==> src/hdl/bdc_pkg.sv <==
// Braille dot canvas: shared types, codes, constants and helper functions.
// No dependencies; bdc_csr, bdc_engine, the top level and the bench import this package.
package bdc_pkg;

   // item modes
   localparam logic [1:0] MODE_DOT = 2'd0;
   localparam logic [1:0] MODE_BAR = 2'd1;
   localparam logic [1:0] MODE_ROW = 2'd2;

   // register indexes (paddr[2])
   localparam logic REG_WIDTH  = 1'b0;
   localparam logic REG_HEIGHT = 1'b1;

   localparam int          PADDR_W      = 3;
   localparam logic [6:0]  WIDTH_RESET  = 7'd64;
   localparam logic [5:0]  HEIGHT_RESET = 6'd32;

   localparam logic [15:0] BRAILLE_BASE = 16'h2800;
   localparam logic [7:0]  UTF8_LEAD3   = 8'hE0;
   localparam logic [7:0]  UTF8_CONT    = 8'h80;
   localparam logic [5:0]  UTF8_LOW6    = 6'h3F;

   // dot numbers: left column 1,2,3,7 / right column 4,5,6,8, top to bottom
   localparam logic [3:0] DOT_NUMBER [2][4] = '{'{4'd1, 4'd2, 4'd3, 4'd7},
                                                '{4'd4, 4'd5, 4'd6, 4'd8}};

   typedef struct packed {
      logic [6:0] col_count;
      logic [5:0] row_count;
   } cfg_type;

   typedef struct packed {
      logic               psel;
      logic               penable;
      logic               pwrite;
      logic [PADDR_W-1:0] paddr;
      logic [31:0]        pwdata;
   } apb_req_type;

   typedef struct packed {
      logic [7:0] lead_byte;
      logic [7:0] mid_byte;
      logic [7:0] tail_byte;
   } utf8_type;

   function automatic logic [7:0] dot_mask(logic col, logic [1:0] row);
      logic [3:0] d;
      d = DOT_NUMBER[col][row];
      return 8'b1 << (d - 4'd1);
   endfunction

   // the k lowest dots of one column
   function automatic logic [7:0] bar_mask(logic col, logic [2:0] k);
      logic [7:0] m;
      m = '0;
      for (int r = 0; r < 4; r++) begin
         if (3'(4 - r) <= k) begin
            m = m | dot_mask(col, 2'(r));
         end
      end
      return m;
   endfunction

   function automatic utf8_type braille_utf8(logic [7:0] mask);
      logic [15:0] cp;
      utf8_type    u;
      cp = BRAILLE_BASE + 16'(mask);
      u.lead_byte = UTF8_LEAD3 | 8'(cp[15:12]);
      u.mid_byte  = UTF8_CONT | 8'(cp[11:6] & UTF8_LOW6);
      u.tail_byte = UTF8_CONT | 8'(cp[5:0] & UTF8_LOW6);
      return u;
   endfunction

endpackage

==> src/hdl/bdc_csr.sv <==
// Braille dot canvas: APB-style register file for the column and row counts.
// Depends on bdc_pkg.
module bdc_csr (
   input  logic                 clock,
   input  logic                 reset,
   input  bdc_pkg::apb_req_type apb,
   output logic [31:0]          prdata,
   output bdc_pkg::cfg_type     cfg
);
   import bdc_pkg::*;

   logic [6:0] width_ff,  width_in;
   logic [5:0] height_ff, height_in;
   logic       wr_en;

   assign wr_en = apb.psel && apb.penable && apb.pwrite;

   always_comb begin
      width_in  = width_ff;
      height_in = height_ff;
      if (wr_en) begin
         case (apb.paddr[2])
            REG_WIDTH:  width_in  = apb.pwdata[6:0];
            REG_HEIGHT: height_in = apb.pwdata[5:0];
            default:    ;
         endcase
      end
   end

   always_ff @(posedge clock) begin
      if (reset) begin
         width_ff  <= WIDTH_RESET;
         height_ff <= HEIGHT_RESET;
      end else begin
         width_ff  <= width_in;
         height_ff <= height_in;
      end
   end

   // byte lanes below bit 2 are ignored
   always_comb begin
      case (apb.paddr[2])
         REG_WIDTH:  prdata = {25'd0, width_ff};
         REG_HEIGHT: prdata = {26'd0, height_ff};
         default:    prdata = '0;
      endcase
   end

   assign cfg.col_count = width_ff;
   assign cfg.row_count = height_ff;

endmodule

==> config.mk <==
export PLATFORM = sky130hd
export DESIGN_NAME = bdc_csr
export DESIGN_NICKNAME = d
export VERILOG_FILES = /design/src/hdl/bdc_pkg.sv /design/src/hdl/bdc_csr.sv
export SDC_FILE = /design/constraint.sdc
export NUM_CORES = 1
export LEC_CHECK = 0
export ABC_AREA = 1
export BUFFER_PORTS_ARGS = -buffer_cell sky130_fd_sc_hd__buf_2
export CAP_MARGIN = 20
export CORE_MARGIN = 8
export CORE_UTILIZATION = 35
export CTS_CLUSTER_SIZE = 30
export DETAILED_ROUTE_END_ITERATION = 10
export HOLD_SLACK_MARGIN = 0.06
export PLACE_DENSITY = 0.8
export SLEW_MARGIN = 40
export SYNTH_ARGS = -nofsm -noshare
export SYNTH_HDL_FRONTEND = slang
export SYNTH_SLANG_ARGS = --single-unit
==> constraint.sdc <==
create_clock -name clock -period 0.95 [get_ports clock]
set_clock_uncertainty 0.15 [all_clocks]
set_input_delay 0.19 -clock clock [delete_from_list [all_inputs] [get_ports clock]]
set_output_delay 0.19 -clock clock [all_outputs]
set_load 0.03 [all_outputs]
# == Yosys cells after proc, flatten, opt, wreduce, memory -nomap -nowiden ==
# Index checks and enable logic that the tools add are counted.
# op_classes
n_reduce_logical,4
n_bitwise,1
muxes,1
# ops
cell,n
$pmux W32 S2,1
$reduce_and A2 Y1,2
$logic_and A1 B1 Y1,2
$not A1 Y1,1
# word_totals
input_bits,40
regBits,13
wordCells,8

# == Longest topological paths before layout ==
# depth
word_depth,3
depth_mapped,6

# == Worst setup path before layout ==
# OpenSTA, ideal clock, no wires.
# synth_timing
kind,register to output
start,register width_ff[6]
end,output port prdata[6]
t_arrival_ns,0.973
path_stages_with_launch,3
n_path_buf,0
setup_slack_ns,-0.363
path_cell_list,dfxtp_1 -> inv_1 -> nor2_1
# synth_via
elab_chain_len,1
# synth_rtl
element,line_no,rtl
from (decl),bdc_csr.sv:12,"logic [6:0] width_ff, width_in;"
from (signal assigned),bdc_csr.sv:35,width_ff <= width_in;
$pmux W32 S2,bdc_csr.sv:42,case (apb.paddr[2])
to (decl),bdc_csr.sv:7,"output logic [31:0] prdata,"
# Every way passes these cells. The select of a mux whose other input is x is not followed.

# == Worst setup path after layout ==
# layout_timing
start,register width_ff[4]
end,output port prdata[4]
# Same word-level chain as after synthesis.

==> impl_metrics.env <==
export IMPL_syn_inst=127
export IMPL_ys_async_sr_fraction_pct=0
export IMPL_cap_viol_max_count=0
export IMPL_rsz0062_at_grt="true"
export IMPL_finalCritPeriodShare_pct=133
export IMPL_cp_max_fo=2
export IMPL_chipWidth_um=65.1
export IMPL_clock_sinks=13
export IMPL_synth_avg_cell_area_sq_um=6.65
export IMPL_switchingPower_uw=545
export IMPL_violations="setup timing"
export IMPL_crit_chain="nand2_2 -> nand2_4 -> buf_6"
export IMPL_fmax_mhz=794
export IMPL_synth_enable_flop_cells=0
export IMPL_grt_usage_pct=11.4
export IMPL_numCtsBuffers=3
export IMPL_yosysSeqAreaShare_pct=30.8
export IMPL_dp_cells=200
export IMPL_synth_top_area_share_pct=30.8
export IMPL_grt_max_degree=14
export IMPL_slowest_delay_ns=0.36
export IMPL_coreArea_sq_um=2390
export IMPL_routedWlPerCell_um=11.8
export IMPL_avgViaCountPerCell=4.09
export IMPL_slew_violations=0
export IMPL_io_pins=85
export IMPL_clk_pin_slew_worst_paths_ns=0.09
export IMPL_antenna_found_initial=0
export IMPL_synth_most_common_cell="nand2_1"
export IMPL_crit_type="flop to output port"
export IMPL_status="finished with violations"
export IMPL_portBuffers=32
export IMPL_n_fill_cell=214
export IMPL_clockBufferDepth=2
export IMPL_dieArea_sq_um=4240
export IMPL_clk_latency_ns=0.27
export IMPL_arrival_ns=0.92
export IMPL_cp_end_kind="output port"
export IMPL_cts_root_buffer="clkbuf_4"
export IMPL_internal_power_uw=886
export IMPL_fin_nets=223
export IMPL_grt_pass1_wl_mm=3.90
export IMPL_p_seq_share_pct=39.0
export IMPL_row_count=18
export IMPL_path_delay_family="flip-flops"
export IMPL_setup_ws_ns=-0.310
export IMPL_whs_ns=0.0824
export IMPL_routed_wl_mm=2.50
export IMPL_die_h_um=65.1
export IMPL_hold_viol=0
export IMPL_cp_num_buf_inv=1
export IMPL_p_per_area_nw_per_um2=973
export IMPL_dp_slack_ns=-0.269
export IMPL_dr_pass1_iters=3
export IMPL_worst_hold_path_type="input port to flop"
export IMPL_drt_initial_drc_count=31
export IMPL_grt_pass1_vias=928
export IMPL_ys_types=16
export IMPL_peakVddDrop_uv=634
export IMPL_hpwl_mm=1.77
export IMPL_htree_levels=1
export IMPL_synth_area_leader_cell="dfxtp_1"
export IMPL_seq_area_sq_um=309
export IMPL_start_util_pct=35.4
export IMPL_gr_total_overflow=0
export IMPL_start_kind="flop"
export IMPL_required_ns=0.61
export IMPL_ys_seq_elements=13
export IMPL_cts_tree="yes"
export IMPL_ys_top_cells_by_area="dfxtp_1, buf_4, nand2_1, nor2_1, nand3_1"
export IMPL_instances_no_fill=212
export IMPL_pwr_share_comb_pct=37.0
export IMPL_postRouteAntennaNets=0
export IMPL_place_congestion=0.737
export IMPL_vias=867
export IMPL_antenna_cells=0
export IMPL_pwr_share_clk_pct=24.1
export IMPL_final_layout_size_suffix_gt1_share_pct=56.0
export IMPL_ys_warn_count=0
export IMPL_synth_ff_type="dfxtp_1"
export IMPL_synth_common_cells="nand2_1, buf_4, nor2_1"
export IMPL_setup_viol=20
export IMPL_netSwitchingFraction_pct=38.1
export IMPL_crit_slowest_cell="dfxtp_4"
export IMPL_period_needed_ns=1.26
export IMPL_area_growth_syn_to_layout_pct=74.1
export IMPL_power_total_mw=1.43
export IMPL_synth_area_sq_um=845
export IMPL_p_leak_nw=0.745
export IMPL_drc=0
export IMPL_multi_input_area_sq_um=520
placed cells by master (no fill, tap or decap), types with 4 or more instances in the layout:
master and n:
nand3_2 4, nand2_2 11, dfxtp_4 13, buf_4 7, nand3_1 10, nor2_2 4, nand2_4 6, nand2_1 15
buf_6 34, nor2_1 19, buf_2 12, conb_1 25, inv_1 8
path summary, 6_finish.rpt:
check / to / from / cells after the start / slack, ns
setup / recovery: prdata[4] / width_ff[4] / 3 / -0.31
hold / removal: width_ff[0] / apb[0] / 5 / 0.08
setup reg to reg: height_ff[4] / height_ff[4] / 4 / 0
hold reg to reg: width_ff[5] / width_ff[5] / 2 / 0.37
kinds of logic (layout without fill, tap and decap cells):
group,Yosys count,count (layout),synth area share (%)
flops,13,13,30.8
compound gates,2,2,1.18
simple gates,72,72,37.6
other cells,1,25,0.444
buf+inv,39,70,29.9
flip-flops by register name, summed over array words and instances (netlist names):
name,flops
width_ff,7
height_ff,6
through the flow:
step / area, sq um / setup TNS (ns) / utilization [%]
floorplan: 1040 / -0.0251 / -
global placement: 1150 / -3.95 / 48.2
detailed placement: 1150 / -4.23 / 48.2
CTS: 1400 / -5.44 / 58.8
global route: 1470 / -5.97 / 61.6
finish: 1470 / -5.15 / 61.6
layer usage:
metal / routed length, um / up-vias / track usage, %
li1: - / 443 / -
met1: 945 / 384 / 11.5
met2: 1330 / 34 / 20.5
met3: 146 / 6 / 2.72
met4: 76 / 0 / 7.36
met5: 0 / - / 0
power by group through the flow:
stage / registers, mW / clock network, mW / logic [mW]
2_1_floorplan: 0.605 / 0 / 0.349
3_3_place_gp: 0.563 / 0 / 0.425
3_5_place_dp: 0.564 / 0 / 0.430
4_1_cts: 0.556 / 0.362 / 0.503
5_1_grt: 0.561 / 0.389 / 0.564
6_report: 0.558 / 0.345 / 0.529
worst register-to-register path, cell delays in order (launching register included):
cell and delay, ns:
dfxtp_4 0.35, buf_6 0.11, buf_6 0.11, nor2_4 0.10
nor2_2 0.03
layout make-up:
type	count	area share (%)
inverters	10	2.55
clock buffers	3	1.53
clock inverters	1	0.340
well taps	30	2.55
repair buffers	56	36.6
multi-input cells	99	35.4
flip-flops and latches	13	21.0
what timing repair did:
item / CTS / global route
gates cloned: 0 / 0
setup buffers: 5 / 1
pin swaps: 5 / 9
hold buffers: 2 / 0
hold endpoints to repair: 2 / 0
gates resized for setup: 54 / 18
endpoints found under the setup margin: 20 / 25
(Power assumes the default switching activity.)
