File: src/hdl/bdc_pkg.sv
// Braille dot canvas: shared types, codes, constants and helper functions.
// No dependencies; bdc_csr, bdc_engine, the top level and the bench import this package.
package bdc_pkg;

   // item modes
   localparam logic [1:0] MODE_DOT = 2'd0;
   localparam logic [1:0] MODE_BAR = 2'd1;
   localparam logic [1:0] MODE_ROW = 2'd2;

   // register indexes (paddr[2])
   localparam logic REG_WIDTH  = 1'b0;
   localparam logic REG_HEIGHT = 1'b1;

   localparam int          PADDR_W      = 3;
   localparam logic [6:0]  WIDTH_RESET  = 7'd64;
   localparam logic [5:0]  HEIGHT_RESET = 6'd32;

   localparam logic [15:0] BRAILLE_BASE = 16'h2800;
   localparam logic [7:0]  UTF8_LEAD3   = 8'hE0;
   localparam logic [7:0]  UTF8_CONT    = 8'h80;
   localparam logic [5:0]  UTF8_LOW6    = 6'h3F;

   // dot numbers: left column 1,2,3,7 / right column 4,5,6,8, top to bottom
   localparam logic [3:0] DOT_NUMBER [2][4] = '{'{4'd1, 4'd2, 4'd3, 4'd7},
                                                '{4'd4, 4'd5, 4'd6, 4'd8}};

   typedef struct packed {
      logic [6:0] col_count;
      logic [5:0] row_count;
   } cfg_type;

   typedef struct packed {
      logic               psel;
      logic               penable;
      logic               pwrite;
      logic [PADDR_W-1:0] paddr;
      logic [31:0]        pwdata;
   } apb_req_type;

   typedef struct packed {
      logic [7:0] lead_byte;
      logic [7:0] mid_byte;
      logic [7:0] tail_byte;
   } utf8_type;

   function automatic logic [7:0] dot_mask(logic col, logic [1:0] row);
      logic [3:0] d;
      d = DOT_NUMBER[col][row];
      return 8'b1 << (d - 4'd1);
   endfunction

   // the k lowest dots of one column
   function automatic logic [7:0] bar_mask(logic col, logic [2:0] k);
      logic [7:0] m;
      m = '0;
      for (int r = 0; r < 4; r++) begin
         if (3'(4 - r) <= k) begin
            m = m | dot_mask(col, 2'(r));
         end
      end
      return m;
   endfunction

   function automatic utf8_type braille_utf8(logic [7:0] mask);
      logic [15:0] cp;
      utf8_type    u;
      cp = BRAILLE_BASE + 16'(mask);
      u.lead_byte = UTF8_LEAD3 | 8'(cp[15:12]);
      u.mid_byte  = UTF8_CONT | 8'(cp[11:6] & UTF8_LOW6);
      u.tail_byte = UTF8_CONT | 8'(cp[5:0] & UTF8_LOW6);
      return u;
   endfunction

endpackage

File: src/hdl/bdc_channels.sv
// Braille dot canvas: valid/ready channel interfaces for request and response items.
// No dependencies.
interface bdc_req_if;
   logic       valid;
   logic       ready;
   logic [1:0] mode;
   logic [5:0] cell_x;
   logic [4:0] cell_y;
   logic       dot_col;
   logic [1:0] dot_row;
   logic [7:0] bar_height;

   modport source (output valid, mode, cell_x, cell_y, dot_col, dot_row, bar_height,
                   input ready);
   modport sink   (input valid, mode, cell_x, cell_y, dot_col, dot_row, bar_height,
                   output ready);
endinterface

interface bdc_rsp_if;
   logic       valid;
   logic       ready;
   logic [7:0] lead_byte;
   logic [7:0] mid_byte;
   logic [7:0] tail_byte;
   logic [5:0] column;
   logic       last;

   modport source (output valid, lead_byte, mid_byte, tail_byte, column, last,
                   input ready);
   modport sink   (input valid, lead_byte, mid_byte, tail_byte, column, last,
                    output ready);
endinterface

File: src/hdl/bdc_engine.sv
// Braille dot canvas: sequencer for clearing, dot/bar read-modify-write and row render.
// Depends on bdc_pkg, bdc_channels (bdc_req_if, bdc_rsp_if) and the cell memory ports.
module bdc_engine #(
   parameter int MAX_WIDTH  = 64,
   parameter int MAX_HEIGHT = 32,
   parameter int DEPTH      = 2048,
   parameter int ADDR_W     = 11
) (
   input  logic              clock,
   input  logic              reset,
   input  bdc_pkg::cfg_type  cfg,
   bdc_req_if.sink           req,
   bdc_rsp_if.source         rsp,
   output logic              mem_we,
   output logic              mem_re,
   output logic [ADDR_W-1:0] mem_addr,
   output logic [7:0]        mem_wdata,
   input  logic [7:0]        mem_rdata
);
   import bdc_pkg::*;

   typedef enum logic [5:0] {
      ST_IDLE    = 6'b000001,
      ST_CLEAR   = 6'b000010,
      ST_RMW_RD  = 6'b000100,
      ST_RMW_WR  = 6'b001000,
      ST_REN_RD  = 6'b010000,
      ST_REN_OUT = 6'b100000
   } state_type;

   state_type         state_ff, state_in;
   logic [ADDR_W-1:0] clr_ff, clr_in;
   logic [5:0]        x_ff, x_in;
   logic [5:0]        y_ff, y_in;
   logic              col_ff, col_in;
   logic [7:0]        mask_ff, mask_in;
   logic [5:0]        full_ff, full_in;   // whole cells still to fill
   logic [1:0]        part_ff, part_in;   // dots in the top partial cell
   logic              rsp_valid_ff, rsp_valid_in;
   logic [7:0]        lead_ff, mid_ff, tail_ff;
   logic [5:0]        column_ff;
   logic              last_ff;

   logic [6:0] used_w;
   logic [5:0] used_h;
   logic [7:0] bar_lim, bar_n;
   logic       accept, slot_free, is_last, load_out;
   logic [5:0] addr_x, addr_y;
   utf8_type   utf;

   always_comb begin
      used_w = (cfg.col_count < 7'(MAX_WIDTH)) ? cfg.col_count : 7'(MAX_WIDTH);
      used_h = (9'(cfg.row_count) < 9'(MAX_HEIGHT)) ? cfg.row_count
                                                   : 6'(MAX_HEIGHT);
      bar_lim = {used_h, 2'b00};
      bar_n   = (req.bar_height < bar_lim) ? req.bar_height : bar_lim;
   end

   assign req.ready = (state_ff == ST_IDLE);
   assign accept    = req.valid && req.ready;
   assign slot_free = !rsp_valid_ff || rsp.ready;
   assign is_last   = ({1'b0, x_ff} == (used_w - 7'd1));
   assign utf       = braille_utf8(mem_rdata);

   always_comb begin
      state_in     = state_ff;
      clr_in       = clr_ff;
      x_in         = x_ff;
      y_in         = y_ff;
      col_in       = col_ff;
      mask_in      = mask_ff;
      full_in      = full_ff;
      part_in      = part_ff;
      rsp_valid_in = rsp_valid_ff && !rsp.ready;
      load_out     = 1'b0;
      mem_we       = 1'b0;
      mem_re       = 1'b0;
      mem_wdata    = mem_rdata | mask_ff;
      addr_x       = x_ff;
      addr_y       = y_ff;
      case (state_ff)
         ST_CLEAR: begin
            mem_we    = 1'b1;
            mem_wdata = '0;
            clr_in    = clr_ff + 1'b1;
            if (clr_ff == ADDR_W'(DEPTH - 1)) begin
               state_in = ST_IDLE;
            end
         end
         ST_IDLE: begin
            if (accept) begin
               case (req.mode)
                  MODE_DOT: begin
                     if (({1'b0, req.cell_x} < used_w) && ({1'b0, req.cell_y} < used_h)) begin
                        x_in     = req.cell_x;
                        y_in     = {1'b0, req.cell_y};
                        mask_in  = dot_mask(req.dot_col, req.dot_row);
                        full_in  = '0;
                        part_in  = '0;
                        state_in = ST_RMW_RD;
                     end
                  end
                  MODE_BAR: begin
                     if (({1'b0, req.cell_x} < used_w) && (bar_n != 8'd0)) begin
                        x_in     = req.cell_x;
                        y_in     = used_h - 6'd1;
                        col_in   = req.dot_col;
                        state_in = ST_RMW_RD;
                        if (bar_n[7:2] != 6'd0) begin
                           mask_in = bar_mask(req.dot_col, 3'd4);
                           full_in = bar_n[7:2] - 6'd1;
                           part_in = bar_n[1:0];
                        end else begin
                           mask_in = bar_mask(req.dot_col, {1'b0, bar_n[1:0]});
                           full_in = '0;
                           part_in = '0;
                        end
                     end
                  end
                  MODE_ROW: begin
                     if (({1'b0, req.cell_y} < used_h) && (used_w != 7'd0)) begin
                        x_in     = '0;
                        y_in     = {1'b0, req.cell_y};
                        state_in = ST_REN_RD;
                     end
                  end
                  default: ;
               endcase
            end
         end
         ST_RMW_RD: begin
            mem_re   = 1'b1;
            state_in = ST_RMW_WR;
         end
         ST_RMW_WR: begin
            mem_we = 1'b1;
            if (full_ff != 6'd0) begin
               mask_in  = bar_mask(col_ff, 3'd4);
               full_in  = full_ff - 6'd1;
               y_in     = y_ff - 6'd1;
               state_in = ST_RMW_RD;
            end else if (part_ff != 2'd0) begin
               mask_in  = bar_mask(col_ff, {1'b0, part_ff});
               part_in  = '0;
               y_in     = y_ff - 6'd1;
               state_in = ST_RMW_RD;
            end else begin
               state_in = ST_IDLE;
            end
         end
         ST_REN_RD: begin
            mem_re   = 1'b1;
            state_in = ST_REN_OUT;
         end
         ST_REN_OUT: begin
            if (slot_free) begin
               load_out     = 1'b1;
               rsp_valid_in = 1'b1;
               if (is_last) begin
                  state_in = ST_IDLE;
               end else begin
                  // fetch the next cell while this one goes out
                  x_in   = x_ff + 6'd1;
                  addr_x = x_ff + 6'd1;
                  mem_re = 1'b1;
               end
            end
         end
         default: state_in = ST_IDLE;
      endcase
   end

   assign mem_addr = (state_ff == ST_CLEAR) ? clr_ff
                   : ADDR_W'(int'(addr_y) * MAX_WIDTH + int'(addr_x));

   always_ff @(posedge clock) begin
      if (reset) begin
         state_ff     <= ST_CLEAR;
         clr_ff       <= '0;
         rsp_valid_ff <= 1'b0;
      end else begin
         state_ff     <= state_in;
         clr_ff       <= clr_in;
         rsp_valid_ff <= rsp_valid_in;
      end
   end

   always_ff @(posedge clock) begin
      x_ff    <= x_in;
      y_ff    <= y_in;
      col_ff  <= col_in;
      mask_ff <= mask_in;
      full_ff <= full_in;
      part_ff <= part_in;
      if (load_out) begin
         lead_ff   <= utf.lead_byte;
         mid_ff    <= utf.mid_byte;
         tail_ff   <= utf.tail_byte;
         column_ff <= x_ff;
         last_ff   <= is_last;
      end
   end

   assign rsp.valid     = rsp_valid_ff;
   assign rsp.lead_byte = lead_ff;
   assign rsp.mid_byte  = mid_ff;
   assign rsp.tail_byte = tail_ff;
   assign rsp.column    = column_ff;
   assign rsp.last      = last_ff;

   // write-back hits the entry that was just read
   a_rmw_same_addr: assert property (@(posedge clock) disable iff (reset)
      state_ff == ST_RMW_WR |-> $past(state_ff) == ST_RMW_RD && $past(mem_addr) == mem_addr)
      else $error("read-modify-write address moved");

   // no memory write while a row is being rendered
   a_no_write_render: assert property (@(posedge clock) disable iff (reset)
      (state_ff == ST_REN_RD || state_ff == ST_REN_OUT) |-> !mem_we)
      else $error("cell write during render");

   // the last cell of a row ends the render
   a_last_ends_row: assert property (@(posedge clock) disable iff (reset)
      state_ff == ST_REN_OUT && slot_free && is_last |=> state_ff == ST_IDLE && rsp.last)
      else $error("render did not end on the last cell");

   // the clearing pass hands over to idle once it reaches the top entry
   a_clear_done: assert property (@(posedge clock) disable iff (reset)
      state_ff == ST_CLEAR && clr_ff == ADDR_W'(DEPTH - 1) |=> state_ff == ST_IDLE)
      else $error("clearing pass overran");

endmodule

File: src/flat_wrapper.sv
// flat-port wrapper written by rule: the top's interface ports become plain ports
module bdc_engine_flat import bdc_pkg::*;
#(
   parameter int MAX_WIDTH  = 64,
   parameter int MAX_HEIGHT = 32,
   parameter int DEPTH      = 2048,
   parameter int ADDR_W     = 11
)
  (clock, reset, cfg, mem_we, mem_re, mem_addr, mem_wdata, mem_rdata, req_valid, req_mode, req_cell_x, req_cell_y, req_dot_col, req_dot_row, req_bar_height, req_ready, rsp_valid, rsp_lead_byte, rsp_mid_byte, rsp_tail_byte, rsp_column, rsp_last, rsp_ready);
  bdc_req_if req_i ();
  bdc_rsp_if rsp_i ();
  input  logic clock;
  input  logic reset;
  input  bdc_pkg::cfg_type cfg;
  output logic mem_we;
  output logic mem_re;
  output logic [ADDR_W-1:0] mem_addr;
  output logic [7:0] mem_wdata;
  input  logic [7:0] mem_rdata;
  input wire logic [$bits(req_i.valid)-1:0] req_valid;
  input wire logic [$bits(req_i.mode)-1:0] req_mode;
  input wire logic [$bits(req_i.cell_x)-1:0] req_cell_x;
  input wire logic [$bits(req_i.cell_y)-1:0] req_cell_y;
  input wire logic [$bits(req_i.dot_col)-1:0] req_dot_col;
  input wire logic [$bits(req_i.dot_row)-1:0] req_dot_row;
  input wire logic [$bits(req_i.bar_height)-1:0] req_bar_height;
  output wire logic [$bits(req_i.ready)-1:0] req_ready;
  output wire logic [$bits(rsp_i.valid)-1:0] rsp_valid;
  output wire logic [$bits(rsp_i.lead_byte)-1:0] rsp_lead_byte;
  output wire logic [$bits(rsp_i.mid_byte)-1:0] rsp_mid_byte;
  output wire logic [$bits(rsp_i.tail_byte)-1:0] rsp_tail_byte;
  output wire logic [$bits(rsp_i.column)-1:0] rsp_column;
  output wire logic [$bits(rsp_i.last)-1:0] rsp_last;
  input wire logic [$bits(rsp_i.ready)-1:0] rsp_ready;
  assign req_i.valid = req_valid;
  assign req_i.mode = req_mode;
  assign req_i.cell_x = req_cell_x;
  assign req_i.cell_y = req_cell_y;
  assign req_i.dot_col = req_dot_col;
  assign req_i.dot_row = req_dot_row;
  assign req_i.bar_height = req_bar_height;
  assign req_ready = req_i.ready;
  assign rsp_valid = rsp_i.valid;
  assign rsp_lead_byte = rsp_i.lead_byte;
  assign rsp_mid_byte = rsp_i.mid_byte;
  assign rsp_tail_byte = rsp_i.tail_byte;
  assign rsp_column = rsp_i.column;
  assign rsp_last = rsp_i.last;
  assign rsp_i.ready = rsp_ready;
  bdc_engine #(.MAX_WIDTH(MAX_WIDTH), .MAX_HEIGHT(MAX_HEIGHT), .DEPTH(DEPTH), .ADDR_W(ADDR_W)) u_core (.clock(clock), .reset(reset), .cfg(cfg), .req(req_i), .rsp(rsp_i), .mem_we(mem_we), .mem_re(mem_re), .mem_addr(mem_addr), .mem_wdata(mem_wdata), .mem_rdata(mem_rdata));
endmodule
File: config.mk
export PLATFORM = sky130hd
export DESIGN_NAME = bdc_engine_flat
export DESIGN_NICKNAME = d
export VERILOG_FILES = /design/src/hdl/bdc_pkg.sv /design/src/hdl/bdc_channels.sv /design/src/hdl/bdc_engine.sv /design/src/flat_wrapper.sv
export SDC_FILE = /design/constraint.sdc
export NUM_CORES = 1
export LEC_CHECK = 0
export BUFFER_PORTS_ARGS = -buffer_cell sky130_fd_sc_hd__buf_2
export CAP_MARGIN = 10
export CORE_AREA = 4 4 109 111
export DETAILED_ROUTE_END_ITERATION = 6
export DIE_AREA = 0 0 113 115
export PLACE_DENSITY = 0.72
export SLEW_MARGIN = 25
export SYNTH_ARGS = -nofsm -noshare
export SYNTH_HDL_FRONTEND = slang
export SYNTH_SLANG_ARGS = --single-unit
export TNS_END_PERCENT = 1
File: constraint.sdc
create_clock -name clock -period 5.4 [get_ports clock]
set_input_delay 1.08 -clock clock [delete_from_list [all_inputs] [get_ports clock]]
set_output_delay 1.08 -clock clock [all_outputs]
set_load 0.02 [all_outputs]
# Word-level counts from Yosys, hierarchy flattened
# Cells that the tools add are included.
# totals
regBits,70
output_inout_bits,54
word_cells,233
# op_classes
add_sub_neg,18
magnitude_cmp,14
eq_ne,23
shifts,9
muxes,116
bitwise_logic,14
n_reduce_logical,25
# ops
cell,count
$mux W8,51
$mux W6,27
$or A8 B8 Y8,11
$shl A1 B4 Y8 const A,9
$mux W16,4
$pmux W6 S3,3
$pmux W6 S2,4
$pmux W6 S6,1
$sub A4 B1 Y4 const B,9
$pmux W8 S2,2
$mux W15,2
$sub A6 B1 Y6 const B,4
$reduce_and A6 Y1,3
$add A14 B8 Y15 const A,1
$reduce_and A7 Y1,2
$mux W2,6
$ne A3 B3 Y1 const B,4
$reduce_bool A6 Y1,2
$add A11 B1 Y11 const B,1
$add A11 B6 Y11,1
$eq A11 B11 Y1 const B,1
$mux W11,1
$ne A2 B1 Y1 const B,5
$bmux W4 S2,1
other kinds (41),64

# Depth between registers and ports, before layout
# Gate-level depths: netlist of the first run.
# depth
depth_word,29
depth_mapped,15
ltp_nobuf,14

# Worst setup path after synthesis of the first run
# Ideal clock, no wire load.
# synth_path
path_kind,in2out
startpoint,input port cfg[6] in the netlist's numbering
endpoint,output port mem_addr[2]
arrival_ps,3391
required_ps,4320
path_slack_ps,929
path_stages,10
path_cell_list,buf_2 > o31a_2 > or4b_1 > a211oi_1 > nor3_2 > nor2_1 > buf_6 > nor3_1 > xnor2_1 > o21ai_0
# synth_between
elab_chain_cells,9
# synth_rtl
element,line_no,rtl
from (decl),flat_wrapper.sv:14,input bdc_pkg::cfg_type cfg;
$lt A7 B7 Y1,bdc_engine.sv:52,used_w = (cfg.col_count < 7'(MAX_WIDTH)) ? cfg.col_count : 7'(MAX_WIDTH);
$mux W7 (*),bdc_engine.sv:52,
$sub A7 B1 Y7 (*),bdc_engine.sv:62,"assign is_last = ({1'b0, x_ff} == (used_w - 7'd1));"
$eq A6 B7 Y1 (*),bdc_engine.sv:62,
named net u_core.is_last,bdc_engine.sv:47,"logic accept, slot_free, is_last, load_out;"
$mux W6 (*),bdc_engine.sv:159,if (is_last) begin
$mux W6 (*),--,
$mux W6 (*),bdc_engine.sv:81,case (state_ff)
$add A11 B6 Y11 (*),bdc_engine.sv:174,: ADDR_W'(int'(addr_y) * MAX_WIDTH + int'(addr_x));
$mux W11 (*),bdc_engine.sv:173,assign mem_addr = (state_ff == ST_CLEAR) ? clr_ff
to (decl),flat_wrapper.sv:17,output logic [ADDR_W-1:0] mem_addr;
# The timed path passes the listed nets; every way through them passes the cells marked *.

# Worst setup path in the final report of the first run
# layout_path
startpoint,input port cfg[12] in the netlist's numbering
endpoint,output port mem_addr[1]
# layout_between
elab_chain_cells,9
# layout_rtl
element,line_no
$lt A7 B7 Y1,bdc_engine.sv:52
$mux W7 (*),bdc_engine.sv:52
$sub A7 B1 Y7 (*),bdc_engine.sv:62
$eq A6 B7 Y1 (*),bdc_engine.sv:62
$mux W6 (*),bdc_engine.sv:159
$mux W6 (*),--
$mux W6 (*),bdc_engine.sv:81
$add A11 B6 Y11 (*),bdc_engine.sv:174
$mux W11 (*),bdc_engine.sv:173
# Every way passes the cells marked *; elsewhere a longest branch is shown, timed or not.

==> impl_metrics.env, run 1 <==
export IMPL_drv_cap=0
export IMPL_hold_buffers=0
export IMPL_p_per_area_nw_per_um2=245
export IMPL_max_slew_margin_pct=37.4
export IMPL_worstHoldStart="u_core.clr_ff[10]$_SDFFE_PP0P_"
export IMPL_wl_per_cell_um=15.3
export IMPL_die_h_um=115
export IMPL_multi_input_area_um2=2580
export IMPL_drt_iter0_markers=253
export IMPL_fmax_ghz=0.213
export IMPL_place_gp_congestion=0.950
export IMPL_post_synth_num_cell_types=63
export IMPL_antenna_cells=0
export IMPL_grt_first_pass_wirelength_um=18500
export IMPL_clockRootBuffer="clkbuf_8"
export IMPL_leakage_nw=2.05
export IMPL_coreArea_um2=10800
export IMPL_async_reset_ff_share_pct=0
export IMPL_insertion_delay_ns=0.34
export IMPL_cts_tree="yes"
export IMPL_ys_seq_area_share_pct=37.0
export IMPL_timing_setup_tns_ns=0
export IMPL_yosysTopAreaCellShare_pct=28.9
export IMPL_drv_slew=0
export IMPL_rr_startpoint="u_core.state_ff[5]$_SDFFE_PP0P_"
export IMPL_fin_nets=671
export IMPL_ff_latch_area_um2=1650
export IMPL_track_usage_pct=17.5
export IMPL_crit_arrival_ns=3.61
export IMPL_critPathLaunchType="input port"
export IMPL_rows=38
export IMPL_antenna_found_initial=0
export IMPL_ant_nets=0
export IMPL_finalCritPeriodShare_pct=86.8
export IMPL_cts_resized=0
export IMPL_crit_chain="buf_2 > clkinv_1 > nand2_1 > ha_1 > nor3b_1 > mux2i_1 > o22ai_1 > o211ai_1 > nor2_1 > buf_4 > nor3_4 > mux2i_1 > o21ai_0 > buf_2"
export IMPL_status="complete, no violations"
export IMPL_place_hpwl_um=8780
export IMPL_tightest_slew_ns=0.936
export IMPL_crit_buf_inv=4
export IMPL_grt_max_degree=32
export IMPL_die_area_um2=13000
export IMPL_drc=0
export IMPL_period_minus_slack_ns=4.69
export IMPL_start_util_pct=41.4
export IMPL_crit_family="buffers and inverters"
export IMPL_cts_buffers=9
export IMPL_vias=4010
export IMPL_cts_setup_buffers=0
export IMPL_irDropWorstVdd_mv=0.0898
export IMPL_cts_path_max_buffers=2
export IMPL_first_pass_iters=4
export IMPL_io_buffers=86
export IMPL_hold_class="register to register"
export IMPL_grt_pass1_vias=3840
export IMPL_ios=103
export IMPL_ys_warnings_count=0
export IMPL_die_x_um=113
export IMPL_layout_drive_gt1_share_pct=20.0
export IMPL_avgSynthCellArea_um2=8.69
export IMPL_crit_path_top_delay_cell="clkinv_1"
export IMPL_fin_skew_ns=0.00586
export IMPL_end_kind="primary output"
export IMPL_critPathLaunch="cfg[12]"
export IMPL_grt_overflow_total=0
export IMPL_rsz0062_at_grt="no"
export IMPL_clk_pin_slew_ns=0.07
export IMPL_synth_area_um2=4460
export IMPL_syn2layout_area_growth_pct=14.2
export IMPL_syn_inst=514
export IMPL_ys_ff_latch=61
export IMPL_clock_sinks=61
export IMPL_final_setup_viol_count=0
export IMPL_viasPerCell=5.43
export IMPL_fin_util_pct=47.2
export IMPL_synth_area_leaders="edfxtp_1 (29%), dfxtp_1 (8.1%), ha_1 (7.8%)"
export IMPL_crit_required_ns=4.32
export IMPL_wl_um=11300
export IMPL_worstSetupPathType="input port to primary output"
export IMPL_cts_htree_levels=3
export IMPL_cpPeakStageDelay_ns=0.25
export IMPL_synth_flop_cell="edfxtp_1"
export IMPL_nFillCells=1083
export IMPL_synth_edff_count=43
export IMPL_synth_top_area_cell="edfxtp_1"
export IMPL_critical_path_max_fanout=11
export IMPL_final_hold_violation_count=0
where the power goes:
group	leakage, nW	total, mW	internal [mW]	switching (mW)
Combinational	1.42	0.365	0.133	0.231
Clock	0.0930	0.350	0.173	0.177
Sequential	0.544	0.537	0.516	0.0206
Total	2.05	1.25	0.823	0.429
stage by stage:
step	hold WS, ns	area [um^2]	cells	power [mW]	worst slack, ns
global placement	0.489	4910	722	0.898	0.755
CTS	0.506	5080	738	1.26	0.667
detailed placement	0.496	4910	722	0.906	0.555
global route	0.557	5100	739	1.33	0.394
floorplan	0.421	4520	528	0.809	0.929
finish	0.504	5100	739	1.25	0.713
cells in the mapped netlist, types with 6 or more instances:
cell / count
nand2_1: 66
nor2_1: 61
edfxtp_1: 43
o21ai_0: 34
a21oi_1: 29
ha_1: 28
xnor2_1: 21
dfxtp_1: 18
buf_4: 17
nor3_1: 17
xor2_1: 15
nand3_1: 13
inv_1: 12
nor4_1: 11
clkbuf_1: 10
nand4_1: 10
o22ai_1: 9
nand3b_1: 7
o211ai_1: 7
mux2i_1: 6
worst min-delay path, delay by kind of cell, from the launching register on:
family	cells	cell delay, ns
AOI/OAI and AO/OA	2	0.13
DFF	1	0.33
final timing paths:
kind | to | slack [ns] | cells after the start
hold / removal | u_core.clr_ff[10]$_SDFFE_PP0P_ | 0.50 | 2
setup / recovery | mem_addr[1] | 0.71 | 14
hold reg to reg | u_core.clr_ff[10]$_SDFFE_PP0P_ | 0.50 | 2
setup reg to reg | u_core.mask_ff[2]$_DFFE_PP_ | 2.43 | 4
cell usage in the layout (no fill, tap or decap), types with 7 or more instances in the layout:
master    count
nand2_1      66
nand3_1      13
clkbuf_8     10
edfxtp_1     43
nor3_1       17
inv_1        12
xnor2_1      21
nor4_1       10
o211ai_1      7
conb_1       16
o22ai_1       9
dfxtp_1      18
o21ai_0      34
nor2_1       61
xor2_1       15
ha_1         28
nand3b_1      7
nand4_1      10
buf_2        86
a21oi_1      29
area by class of cell:
cell class / instances / share of cell area, %
sequential: 61 / 32.4
multi-input combinational: 417 / 50.6
inverter: 14 / 1.03
timing repair buffer: 91 / 9.25
clock inverter: 6 / 0.564
clock buffer: 10 / 2.70
tap: 140 / 3.44
registers in the layout (all words and copies together), names as in the netlist, 2 cells and up:
| name | cells |
|---|---|
| u_core.addr_y | 5 |
| u_core.clr_ff | 11 |
| u_core.full_ff | 6 |
| u_core.mask_ff | 8 |
| u_core.part_ff | 2 |
| u_core.rsp.column | 6 |
| u_core.rsp.mid_byte | 2 |
| u_core.rsp.tail_byte | 6 |
| u_core.state_ff | 6 |
| u_core.x_ff | 6 |
routing by layer:
layer  vias up  wire length, um  GRT usage (%)
li1       2002                -              -
met1      1863             5120           23.3
met2       131             5400           29.1
met3        14              645           2.63
met4         0              162           6.41
met5         -                0              0
cells by family after synthesis:
group	share of synthesized area, %
buffers and inverters	6.64
other	0.168
AND/OR/NAND/NOR	24.4
flip-flops	37.0
adder cells (fa/ha/maj)	7.85
AO/OA/AOI/OAI	15.6
XOR/XNOR	7.06
multiplexers	1.35
Power figures use the tool's default switching activity.
==> run 2, diff against run 1 <==
CTS_CLUSTER_SIZE = 8   (was not set)
PLACE_DENSITY = 0.75   (was 0.72)
clock period = 4.1 ns   (was 5.4 ns; I/O delays follow)
==> run 2 against run 1 <==
Critical path type unchanged. Register-to-register slack got worse by 1.1 ns. Wire length decreased by 0.57%. Worst setup slack got worse by 0.56 ns. First-iteration DRC count increased by 5.5%.
==> impl_metrics.env, run 2 (same netlist as run 1, synthesis figures left out) <==
export IMPL_rows=38
export IMPL_reg2reg_slack_ns=1.35
export IMPL_syn2layout_area_growth_pct=17.4
export IMPL_clock_sinks=61
export IMPL_hold_class="register to register"
export IMPL_ant_nets=0
export IMPL_critical_path_max_fanout=11
export IMPL_p_int_mw=1.16
export IMPL_switching_power_mw=0.571
export IMPL_setup_slack_ns=0.151
export IMPL_tightest_slew_ns=0.705
export IMPL_p_comb_share_pct=28.8
export IMPL_vias=4085
export IMPL_rr_worst_depth=7
export IMPL_cts_buffers=9
export IMPL_track_usage_pct=17.2
export IMPL_final_common_cell="buf_2"
export IMPL_rr_startpoint="u_core.state_ff[5]$_SDFFE_PP0P_"
export IMPL_clkPwrFrac_pct=30.4
export IMPL_p_per_area_nw_per_um2=331
export IMPL_worstSetupPathType="input port to primary output"
export IMPL_fin_skew_ns=0.00573
export IMPL_antenna_cells=0
export IMPL_cts_tree="yes"
export IMPL_max_slew_margin_pct=53.0
export IMPL_fin_nets=683
export IMPL_status="complete, no violations"
export IMPL_final_cell_mix="buf_2 (85), nand2_1 (66), nor2_1 (61)"
export IMPL_grt_overflow_total=0
export IMPL_power_total_mw=1.73
export IMPL_critPathLaunch="cfg[8]"
export IMPL_final_setup_viol_count=0
export IMPL_irDropWorstVdd_mv=0.141
export IMPL_worstSetupEndpoint="mem_addr[5]"
export IMPL_critPathLaunchType="input port"
export IMPL_die_area_um2=13000
export IMPL_cpPeakStageDelay_ns=0.40
export IMPL_final_hold_violation_count=0
export IMPL_placed_area_um2=5020
export IMPL_nFillCells=1018
export IMPL_insertion_delay_ns=0.34
export IMPL_drt_iter0_markers=267
export IMPL_wl_um=11300
export IMPL_leakage_nw=2.12
export IMPL_wl_per_cell_um=15.0
export IMPL_hold_buffers=0
export IMPL_switching_share_pct=33.0
export IMPL_dp_slack_ns=0.0641
export IMPL_layout_drive_gt1_share_pct=22.3
export IMPL_place_hpwl_um=8800
export IMPL_largest_reg_flops=11
export IMPL_pwr_share_seq_pct=40.7
export IMPL_die_x_um=113
export IMPL_first_pass_iters=5
export IMPL_viasPerCell=5.44
export IMPL_cts_resized=0
export IMPL_fmax_ghz=0.253
export IMPL_finalCritPeriodShare_pct=96.3
export IMPL_crit_chain="buf_2 > or3_4 > o31a_1 > o31a_1 > nor3_2 > nor2_1 > buf_4 > nor4_4 > xnor2_1 > o21ai_1 > buf_2"
export IMPL_start_util_pct=41.4
export IMPL_drv_slew=0
export IMPL_die_h_um=115
export IMPL_grt_max_degree=25
export IMPL_min_path_cells=2
export IMPL_antenna_found_initial=0
export IMPL_grt_first_pass_wirelength_um=18200
export IMPL_clk_pin_slew_ns=0.06
export IMPL_end_kind="primary output"
export IMPL_drc=0
export IMPL_crit_path_top_delay_cell="or3_4"
export IMPL_period_minus_slack_ns=3.95
export IMPL_final_area_um2=5240
export IMPL_coreArea_um2=10800
export IMPL_fin_util_pct=48.6
export IMPL_cts_setup_buffers=0
export IMPL_io_buffers=86
export IMPL_reg_largest_list="u_core.clr_ff x11, u_core.mask_ff x8"
export IMPL_clockRootBuffer="clkbuf_8"
export IMPL_cts_htree_levels=3
export IMPL_largest_register="u_core.clr_ff"
export IMPL_cts_path_max_buffers=2
export IMPL_crit_required_ns=3.28
export IMPL_crit_arrival_ns=3.13
export IMPL_r2r_end="u_core.clr_ff[8]$_SDFFE_PP0P_"
export IMPL_ios=103
export IMPL_drv_cap=0
export IMPL_place_gp_congestion=0.899
export IMPL_grt_pass1_vias=3854
## run 2: per-layer routing
| layer | track usage [%] | up-vias | wire (um) |
|---|---|---|---|
| li1 | - | 2029 | - |
| met1 | 22.1 | 1883 | 4900 |
| met2 | 28.6 | 155 | 5350 |
| met3 | 3.42 | 18 | 770 |
| met4 | 6.89 | 0 | 238 |
| met5 | 0 | - | 0 |
## run 2: worst min-delay path by stage
stage,to,startpoint
after CTS,u_core.clr_ff[5]$_SDFFE_PP0P_,u_core.clr_ff[5]$_SDFFE_PP0P_
final,u_core.clr_ff[5]$_SDFFE_PP0P_,u_core.clr_ff[5]$_SDFFE_PP0P_
after global routing,u_core.clr_ff[10]$_SDFFE_PP0P_,u_core.clr_ff[10]$_SDFFE_PP0P_
after detailed placement,u_core.clr_ff[1]$_SDFFE_PP0P_,u_core.clr_ff[1]$_SDFFE_PP0P_
after floorplan,u_core.rsp.column[3]$_DFFE_PP_,u_core.x_ff[3]$_DFFE_PP_
after global placement,u_core.clr_ff[10]$_SDFFE_PP0P_,u_core.clr_ff[10]$_SDFFE_PP0P_
## run 2: cell type report
| class | count | area (um^2) | share of cell area (%) |
|---|---|---|---|
| multi-input combinational | 417 | 2610 | 49.8 |
| sequential | 61 | 1650 | 31.5 |
| timing repair buffer | 103 | 561 | 10.7 |
| tap | 140 | 175 | 3.34 |
| clock buffer | 11 | 141 | 2.70 |
| inverter | 14 | 52.6 | 1.00 |
| clock inverter | 5 | 51.3 | 0.979 |
## run 2: worst max-delay path: cells and delay by family
| kind | cells | cell delay (ns) |
|---|---|---|
| buffers and inverters | 3 | 0.54 |
| xor gates and xnor gates | 1 | 0.16 |
| and+or+nand+nor | 4 | 0.94 |
| AOI/OAI and AO/OA | 3 | 0.67 |
## run 2: power by group through the flow
| stage | clock, mW | sequential, mW | combinational [mW] |
|---|---|---|---|
| 2_1_floorplan | 0 | 0.711 | 0.354 |
| 3_3_place_gp | 0 | 0.718 | 0.482 |
| 3_5_place_dp | 0 | 0.719 | 0.493 |
| 4_1_cts | 0.543 | 0.705 | 0.496 |
| 5_1_grt | 0.572 | 0.709 | 0.556 |
| 6_report | 0.528 | 0.706 | 0.500 |
## run 2: per-stage QoR
stage	TNS, ns	instances	hold slack (ns)
CTS	0	751	0.515
global placement	0	735	0.487
finish	0	751	0.511
detailed placement	0	735	0.506
floorplan	0	528	0.421
global route	-0.00502	751	0.540
==> run 3, diff against run 2 <==
PLACE_DENSITY = 0.72   (was 0.75)
SKIP_LAST_GASP = 1   (was not set)
clock period = 5.07 ns   (was 4.1 ns; I/O delays follow)
==> run 3 against run 2 <==
First-iteration DRC count increased by 4.5%. Via count decreased by 2.4%. Count of clock-buffer cells in the layout increased by 1. Design area decreased by 1.3%. Final cell count decreased by 1.6%. Clock skew about the same. Die area unchanged. Combinational power decreased by 22%. Sequential cell count unchanged. Critical path depth increased by 3. Non-clock buffer count decreased by 12. Largest cell class unchanged. Highest routed layer unchanged.
==> impl_metrics.env, run 3 (same netlist as run 1, synthesis figures left out) <==
export IMPL_pwr_share_seq_pct=39.2
export IMPL_end_kind="primary output"
export IMPL_place_hpwl_um=8730
export IMPL_irDropWorstVdd_mv=0.174
export IMPL_largest_reg_flops=11
export IMPL_power_total_mw=1.46
export IMPL_clockRootBuffer="clkbuf_8"
export IMPL_final_setup_viol_count=0
export IMPL_min_path_cells=2
export IMPL_cts_htree_levels=3
export IMPL_drv_slew=0
export IMPL_rr_worst_depth=4
export IMPL_start_util_pct=41.4
export IMPL_ant_nets=0
export IMPL_worstHoldStart="u_core.clr_ff[10]$_SDFFE_PP0P_"
export IMPL_rr_startpoint="u_core.state_ff[5]$_SDFFE_PP0P_"
export IMPL_reg2reg_slack_ns=2.22
export IMPL_r2r_end="u_core.mask_ff[4]$_DFFE_PP_"
export IMPL_largest_register="u_core.clr_ff"
export IMPL_first_pass_iters=4
export IMPL_grt_first_pass_wirelength_um=18000
export IMPL_crit_arrival_ns=3.57
export IMPL_clock_sinks=61
export IMPL_antenna_cells=0
export IMPL_die_area_um2=13000
export IMPL_die_x_um=113
export IMPL_insertion_delay_ns=0.35
export IMPL_place_gp_congestion=0.947
export IMPL_fin_nets=671
export IMPL_rows=38
export IMPL_finalCritPeriodShare_pct=90.5
export IMPL_final_cell_mix="buf_2 (86), nand2_1 (66), nor2_1 (61)"
export IMPL_p_int_mw=0.993
export IMPL_grt_pass1_vias=3821
export IMPL_crit_path_top_delay_cell="nor3_1"
export IMPL_reg_largest_list="u_core.clr_ff x11, u_core.mask_ff x8"
export IMPL_hold_end="u_core.clr_ff[10]$_SDFFE_PP0P_"
export IMPL_clk_pin_slew_ns=0.07
export IMPL_period_minus_slack_ns=4.59
export IMPL_coreArea_um2=10800
export IMPL_clkPwrFrac_pct=34.0
export IMPL_max_slew_margin_pct=39.7
export IMPL_tightest_slew_ns=0.901
export IMPL_ios=103
export IMPL_crit_buf_inv=4
export IMPL_switching_power_mw=0.466
export IMPL_cts_tree="yes"
export IMPL_track_usage_pct=17.0
export IMPL_hold_buffers=0
export IMPL_cp_common_cell="buf_2"
export IMPL_vias=3986
export IMPL_viasPerCell=5.39
export IMPL_layout_drive_gt1_share_pct=20.2
export IMPL_timing_setup_tns_ns=0
export IMPL_critPathLaunchType="input port"
export IMPL_wl_um=11200
export IMPL_hold_class="register to register"
export IMPL_grt_use_met3_pct=3.58
export IMPL_grt_overflow_total=0
export IMPL_cpPeakStageDelay_ns=0.29
export IMPL_met1_usage_pct=21.4
export IMPL_crit_required_ns=4.06
export IMPL_switching_share_pct=31.9
export IMPL_critical_path_max_fanout=11
export IMPL_fmax_ghz=0.218
export IMPL_cts_buffers=9
export IMPL_crit_chain="buf_2 > clkinv_1 > nand2_1 > ha_1 > nor3b_1 > mux2i_1 > o22ai_1 > o211ai_1 > nor2_1 > buf_4 > nor3_1 > xnor2_1 > o21ai_0 > buf_2"
export IMPL_fin_skew_ns=0.00541
export IMPL_drc=0
export IMPL_rsz0062_at_grt="no"
export IMPL_final_common_cell="buf_2"
export IMPL_crit_family="buffers and inverters"
export IMPL_drt_iter0_markers=279
export IMPL_grt_max_degree=25
export IMPL_syn2layout_area_growth_pct=15.9
export IMPL_grt_busiest_layer="met2"
export IMPL_wl_per_cell_um=15.1
export IMPL_worstSetupPathType="input port to primary output"
export IMPL_drv_cap=0
export IMPL_antenna_found_initial=0
export IMPL_p_per_area_nw_per_um2=282
export IMPL_met2_usage_pct=28.9
export IMPL_cts_resized=0
export IMPL_cts_path_max_buffers=2
export IMPL_io_buffers=86
export IMPL_die_h_um=115
export IMPL_final_hold_violation_count=0
export IMPL_cts_setup_buffers=0
export IMPL_status="complete, no violations"
export IMPL_p_comb_share_pct=26.9
export IMPL_leakage_nw=2.08
==> run 3: per-stage QoR <==
step	setup slack, ns	area [um^2]	hold slack, ns	instances	utilization, %
after floorplan	0.731	4520	0.421	528	-
after global placement	0.539	4910	0.490	722	45.5
after detailed placement	0.411	4930	0.506	723	45.7
after CTS	0.491	5170	0.516	739	47.9
after global routing	0.278	5170	0.536	739	47.9
final	0.482	5170	0.512	739	47.9
==> run 3: cell type report <==
type / count / area, um^2
Tap cell: 140 / 175
Multi-Input combinational cell: 417 / 2580
Timing Repair Buffer: 91 / 475
Inverter: 14 / 52.6
Fill cell: 1035 / 5620
Sequential cell: 61 / 1650
Clock buffer: 12 / 188
Clock inverter: 4 / 48.8
==> run 3: power groups by stage <==
stage	Clock [mW]	Sequential (mW)	Combinational [mW]
after floorplan	0	0.575	0.286
after global placement	0	0.581	0.376
after detailed placement	0	0.582	0.392
after CTS	0.505	0.571	0.393
after global routing	0.528	0.573	0.434
final	0.496	0.571	0.392
==> run 3: worst max path at each step <==
| stage | start | to | slack [ns] | cells past startpoint |
|---|---|---|---|---|
| after floorplan | cfg[6] | mem_addr[2] | 0.73 | 10 |
| final | cfg[12] | mem_addr[2] | 0.48 | 14 |
| after global routing | cfg[12] | mem_addr[2] | 0.28 | 14 |
| after detailed placement | cfg[5] | u_core.addr_y[1]$_DFFE_PP_ | 0.41 | 13 |
| after global placement | cfg[12] | mem_addr[1] | 0.54 | 14 |
| after CTS | cfg[12] | mem_addr[2] | 0.49 | 14 |
==> run 3: tightest hold or removal path: stages, from the launching register on <==
cell and delay [ns]:
dfxtp_1 0.33, o21ai_0 0.07, a21oi_1 0.06
==> run 3: layer usage <==
metal | vias to the layer above | wire, um
li1 | 1998 | -
met1 | 1843 | 4980
met2 | 132 | 5340
met3 | 13 | 671
met4 | 0 | 169
met5 | - | 0
